$ cat config.mk
export PLATFORM = sky130hd
export DESIGN_NAME = rep_scale
export DESIGN_NICKNAME = d
export VERILOG_FILES = /design/src/rep_pkg.sv /design/src/rep_scale.sv
export SDC_FILE = /design/constraint.sdc
export NUM_CORES = 2
export LEC_CHECK = 0
export BUFFER_PORTS_ARGS = -buffer_cell sky130_fd_sc_hd__buf_2
export CORE_MARGIN = 8
export CORE_UTILIZATION = 61
export DETAILED_ROUTE_END_ITERATION = 7
export PLACE_DENSITY = 0.79
export SLEW_MARGIN = 30
export SYNTH_ARGS = -nofsm -noshare
export SYNTH_HDL_FRONTEND = slang
export SYNTH_SLANG_ARGS = --single-unit
$ cat constraint.sdc
create_clock -name clk -period 13.55 [get_ports clk]
set_input_delay 2.71 -clock clk [delete_from_list [all_inputs] [get_ports clk]]
set_output_delay 2.71 -clock clk [all_outputs]
set_load 0.02 [all_outputs]
$ cat src/rep_pkg.sv
// ----------------------------------------------------------------------------
// rep_pkg: shared constants and CORDIC helpers for the ray end point generator
// Holds the angle constants, the arctangent table and one rotation step.
// ----------------------------------------------------------------------------
package rep_pkg;

  localparam int ANG_W          = 17;
  localparam int CORD_STEPS     = 30;
  localparam int CORD_PER_STAGE = 2;
  localparam int CORD_STAGES    = CORD_STEPS / CORD_PER_STAGE;
  localparam int CORD_LAT       = CORD_STAGES + 2;

  // quarter turn and half of it in 2^-30 rad
  localparam logic signed [34:0] HALF_PI  = 35'sd1686629713;
  localparam logic signed [34:0] QTR_HALF = 35'sd843314856;
  localparam logic signed [32:0] CORD_GAIN = 33'sd652032874;

  // configuration register indexes
  localparam logic [2:0] CFG_MIN_PITCH  = 3'd0;
  localparam logic [2:0] CFG_PITCH_STEP = 3'd1;
  localparam logic [2:0] CFG_MAX_PITCH  = 3'd2;
  localparam logic [2:0] CFG_MIN_YAW    = 3'd3;
  localparam logic [2:0] CFG_YAW_STEP   = 3'd4;
  localparam logic [2:0] CFG_MAX_YAW    = 3'd5;
  localparam logic [2:0] CFG_MAX_RANGE  = 3'd6;

  typedef logic signed [32:0] cord_t;

  typedef struct packed {
    cord_t x;
    cord_t y;
    cord_t z;
  } rot_t;

  localparam logic [29:0] ATAN_TAB [CORD_STEPS] = '{
    30'h3243F6A8, 30'h1DAC6705, 30'h0FADBAFC, 30'h07F56EA6, 30'h03FEAB76,
    30'h01FFD55B, 30'h00FFFAAA, 30'h007FFF55, 30'h003FFFEA, 30'h001FFFFD,
    30'h000FFFFF, 30'h0007FFFF, 30'h0003FFFF, 30'h0001FFFF, 30'h0000FFFF,
    30'h00007FFF, 30'h00003FFF, 30'h00001FFF, 30'h00000FFF, 30'h000007FF,
    30'h000003FF, 30'h000001FF, 30'h000000FF, 30'h0000007F, 30'h0000003F,
    30'h0000001F, 30'h0000000F, 30'h00000007, 30'h00000003, 30'h00000001
  };

  // one rotation-mode iteration; shifts round toward minus infinity
  function automatic rot_t rot_step(rot_t a, int unsigned i);
    rot_t  b;
    cord_t dx;
    cord_t dy;
    cord_t da;
    dx = a.y >>> i;
    dy = a.x >>> i;
    da = cord_t'({3'b000, ATAN_TAB[i]});
    if (!a.z[32]) begin
      b.x = a.x - dx;
      b.y = a.y + dy;
      b.z = a.z - da;
    end else begin
      b.x = a.x + dx;
      b.y = a.y - dy;
      b.z = a.z + da;
    end
    return b;
  endfunction

endpackage

$ cat src/rep_scale.sv
// ----------------------------------------------------------------------------
// rep_scale: scale a unit component by 1.1 * range, round, saturate
// Four register stages: range product, times 11 and coarse shift, reciprocal
// multiply for the divide by ten, sign and clamp.
// ----------------------------------------------------------------------------
module rep_scale import rep_pkg::*; (
  input  logic               clk,
  input  logic signed [31:0] v,
  input  logic [15:0]        range,
  output logic signed [17:0] end_v
);

  localparam logic [19:0] RECIP10 = 20'd838861;  // ceil(2^23 / 10)

  logic signed [48:0] prod_r;
  logic signed [51:0] p11_w;
  logic [51:0]        mag_w;
  logic [51:0]        sum_w;
  logic [21:0]        q1_w;
  logic [20:0]        q1_r;
  logic               neg1_r;
  logic [40:0]        qm_r;
  logic               neg2_r;
  logic [17:0]        q_w;
  logic signed [18:0] sv_w;
  logic signed [17:0] end_r;

  always_ff @(posedge clk) begin
    prod_r <= 49'(v) * 49'($signed({1'b0, range}));
  end

  assign p11_w = (52'(prod_r) <<< 3) + (52'(prod_r) <<< 1) + 52'(prod_r);
  assign mag_w = p11_w[51] ? 52'(-p11_w) : 52'(p11_w);
  assign sum_w = mag_w + 52'd5368709120;
  assign q1_w  = 22'(sum_w >> 30);

  // hold the quotient input within 21 bits; anything larger clamps anyway
  always_ff @(posedge clk) begin
    q1_r   <= q1_w[21] ? '1 : q1_w[20:0];
    neg1_r <= p11_w[51];
  end

  always_ff @(posedge clk) begin
    qm_r   <= 41'(q1_r) * 41'(RECIP10);
    neg2_r <= neg1_r;
  end

  assign q_w  = qm_r[40:23];
  assign sv_w = neg2_r ? -$signed({1'b0, q_w}) : $signed({1'b0, q_w});

  always_ff @(posedge clk) begin
    if (sv_w > 19'sd131071)       end_r <= 18'sd131071;
    else if (sv_w < -19'sd131072) end_r <= -18'sd131072;
    else                          end_r <= 18'(sv_w);
  end

  assign end_v = end_r;

endmodule

==> results.yml <==
drt:
  drc: 0
  dr.pass1.iters: 5
  drt_wl_total_um: 71110
  ant_nets: 0
  vias: 24040
  drtIter0Drc: 1363
  drt-vias-per-instance: 5.516
  avgRoutedWirePerCell_um: 16.31
min_path:
  hold_class: "register to register"
critical_path:
  crit_arrival_ns: 10.05
  path_delay_family: "adder cells"
  cp_slowest_cell: "fa_1"
  crit_buf_inv: 5
  startpoint_type: "input pin"
  worstSetupPathType: "input pin to register"
  crit_required_ns: 13.86
  max_stage_delay_ns: 0.58
  crit_fanout: 32
  crit_path_end_kind: "register"
  path_common_cell: "fa_1"
clock_tree:
  post_cts_resized: 0
  cts.sinks: 108
  postCtsSetupRepairBufs: 0
  cts_hold_buf: 0
  clock_path_buffers: 2
  htree_levels: 3
  clk_pin_slew_ns: 0.08
  cts_root_buf: "clkbuf_16"
  clk-insertion-delay-late_ns: 0.39
  cts_tree: "done"
  cts_made_buffers: 9
synthesis:
  synth-edff-count: 0
  synthFlopType: "dfxtp_1"
  ys_types: 103
  syn-cell-area_um2: 33280
  synth_compound_gate_area_share_pct: 8.451
  synthCells: 3695
  syn_area_per_cell_um2: 9.007
  yosys.area_share.simple_pct: 14.26
  synthesis.nets: 4803
  async_flop_share_pct: 0
  synthMuxAreaShare_pct: 0.1917
  ys_ff_latch: 108
  synthAdderAreaFrac_pct: 55.27
  ys_seq_area_share_pct: 6.496
  synth_xor_area_share_pct: 3.654
  yosys_warnings: 0
  synth_top_family_by_area: "adder cells"
place:
  place_area_um2: 33970
  routabilityCongestion: 0.9356
  dp_cells: 4343
  place_hpwl_um: 60960
  port_buffers: 66
global_routing:
  grt_use_total_pct: 23.65
  antenna_found_initial: 0
  grt_max_degree: 33
  grt_pass1_vias: 25750
  grt_overflow: 0
  grt_pass1_wl_um: 123000
final_layout:
  final_cell_mix: "inv_1 (898), fa_1 (684), nand2_1 (430)"
  area_delta_synth_final_pct: 2.959
  fin_cells: 4359
  diodes: 0
  final_layout_size_suffix_gt1_share_pct: 3.822
  design_area_um2: 34270
  final_common_cell: "inv_1"
  nets: 4766
timing:
  finalSetupViolCount: 0
  hold_violations: 0
  rsz0062_at_grt: "false"
  final.setup.tns_ns: 0
  skew_ns: 0.01392
  period_share_pct: 71.85
  fmax_mhz: 102.7
  slew_headroom_pct: 36.72
  drv_slew: 0
  fin_crit_ns: 9.736
  tightest_slew_ns: 0.9472
floorplanning:
  rows: 85
  core_area_um2: 53920
  die_h_um: 249.6
  die_w_um: 249.6
  dieArea_um2: 62290
  io_pins: 67
  start_util_pct: 61.72
outcome:
  outcome: "finished, final reports clean"
run:
  cap_violations: 0
through the flow:
step	hold WS, ns	util (%)	worst slack (ns)
6_report	0.3586	63.55	3.814
5_1_grt	0.3668	63.55	3.324
4_1_cts	0.3688	63.55	3.889
3_5_place_dp	0.3661	63.01	3.496
3_3_place_gp	0.3687	63.01	3.685
2_1_floorplan	0.3096	-	4.459
sequential cells by signal (all words and copies together) (netlist names):
name and flops:
prod_r 49, q1_r 21, end_v 18, qm_r 18, neg1_r 1, neg2_r 1
logic make-up after synthesis:
logic type,after synthesis
AOI/OAI and AO/OA,405
xor gates and xnor gates,138
adders and majority gates,1060
buffers and inverters,1013
DFF,108
muxes,6
and+or+nand+nor,965
synth_stat cells, drive strengths merged (9+ instances only):
| cell type | number | area, µm² |
|---|---|---|
| clkbuf | 92 | 355.3 |
| nand3 | 53 | 280.3 |
| nor3 | 41 | 226.5 |
| nand2b | 14 | 87.58 |
| o211ai | 17 | 137.6 |
| o21a | 21 | 157.7 |
| buf | 22 | 153.9 |
| or2 | 9 | 56.30 |
| o31ai | 18 | 140.1 |
| and2 | 199 | 1245 |
| nand4 | 23 | 150.1 |
| o21ai | 76 | 384.1 |
| a21oi | 116 | 588.1 |
| a21o | 36 | 270.3 |
| ha | 375 | 4692 |
| inv | 899 | 3374 |
| a31oi | 17 | 112.6 |
| or3 | 20 | 130.1 |
| nor2b | 13 | 81.33 |
| a211oi | 20 | 182.7 |
| fa | 684 | 13690 |
| nor2 | 98 | 375.4 |
| nand2 | 440 | 1677 |
| dfxtp | 108 | 2162 |
| xnor2 | 90 | 788.3 |
| and3 | 17 | 106.4 |
| xor2 | 48 | 427.9 |
cell type report:
class / instances / area (µm²)
clock buffer: 9 / 225.2
clock inverter: 7 / 67.56
fill: 4428 / 19660
inverter: 899 / 3374
multi-input combinational: 2574 / 27230
sequential: 108 / 2162
tap: 696 / 870.8
timing repair buffer: 66 / 330.3
worst paths after layout:
path / startpoint / end / slack [ns] / cells past startpoint
worst min register to register: neg1_r / neg2_r / 0.36 / 0
worst max-delay path: range[2] / prod_r[46] / 3.81 / 27
worst min-delay path: neg1_r / neg2_r / 0.36 / 0
worst max register to register: q1_r[14] / qm_r[40] / 5.66 / 27
metal layers:
metal | GRT usage, % | wire (µm) | vias to the layer above
met5 | 0 | 0 | -
met4 | 6.673 | 1683 | 0
met3 | 3.773 | 4703 | 100
met2 | 40.58 | 34080 | 726
met1 | 30.87 | 30640 | 11930
li1 | - | - | 11280
Power is left out: the tool's default activity adds up to more than one toggle a clock period on the data nets, which glitch-free logic cannot reach.
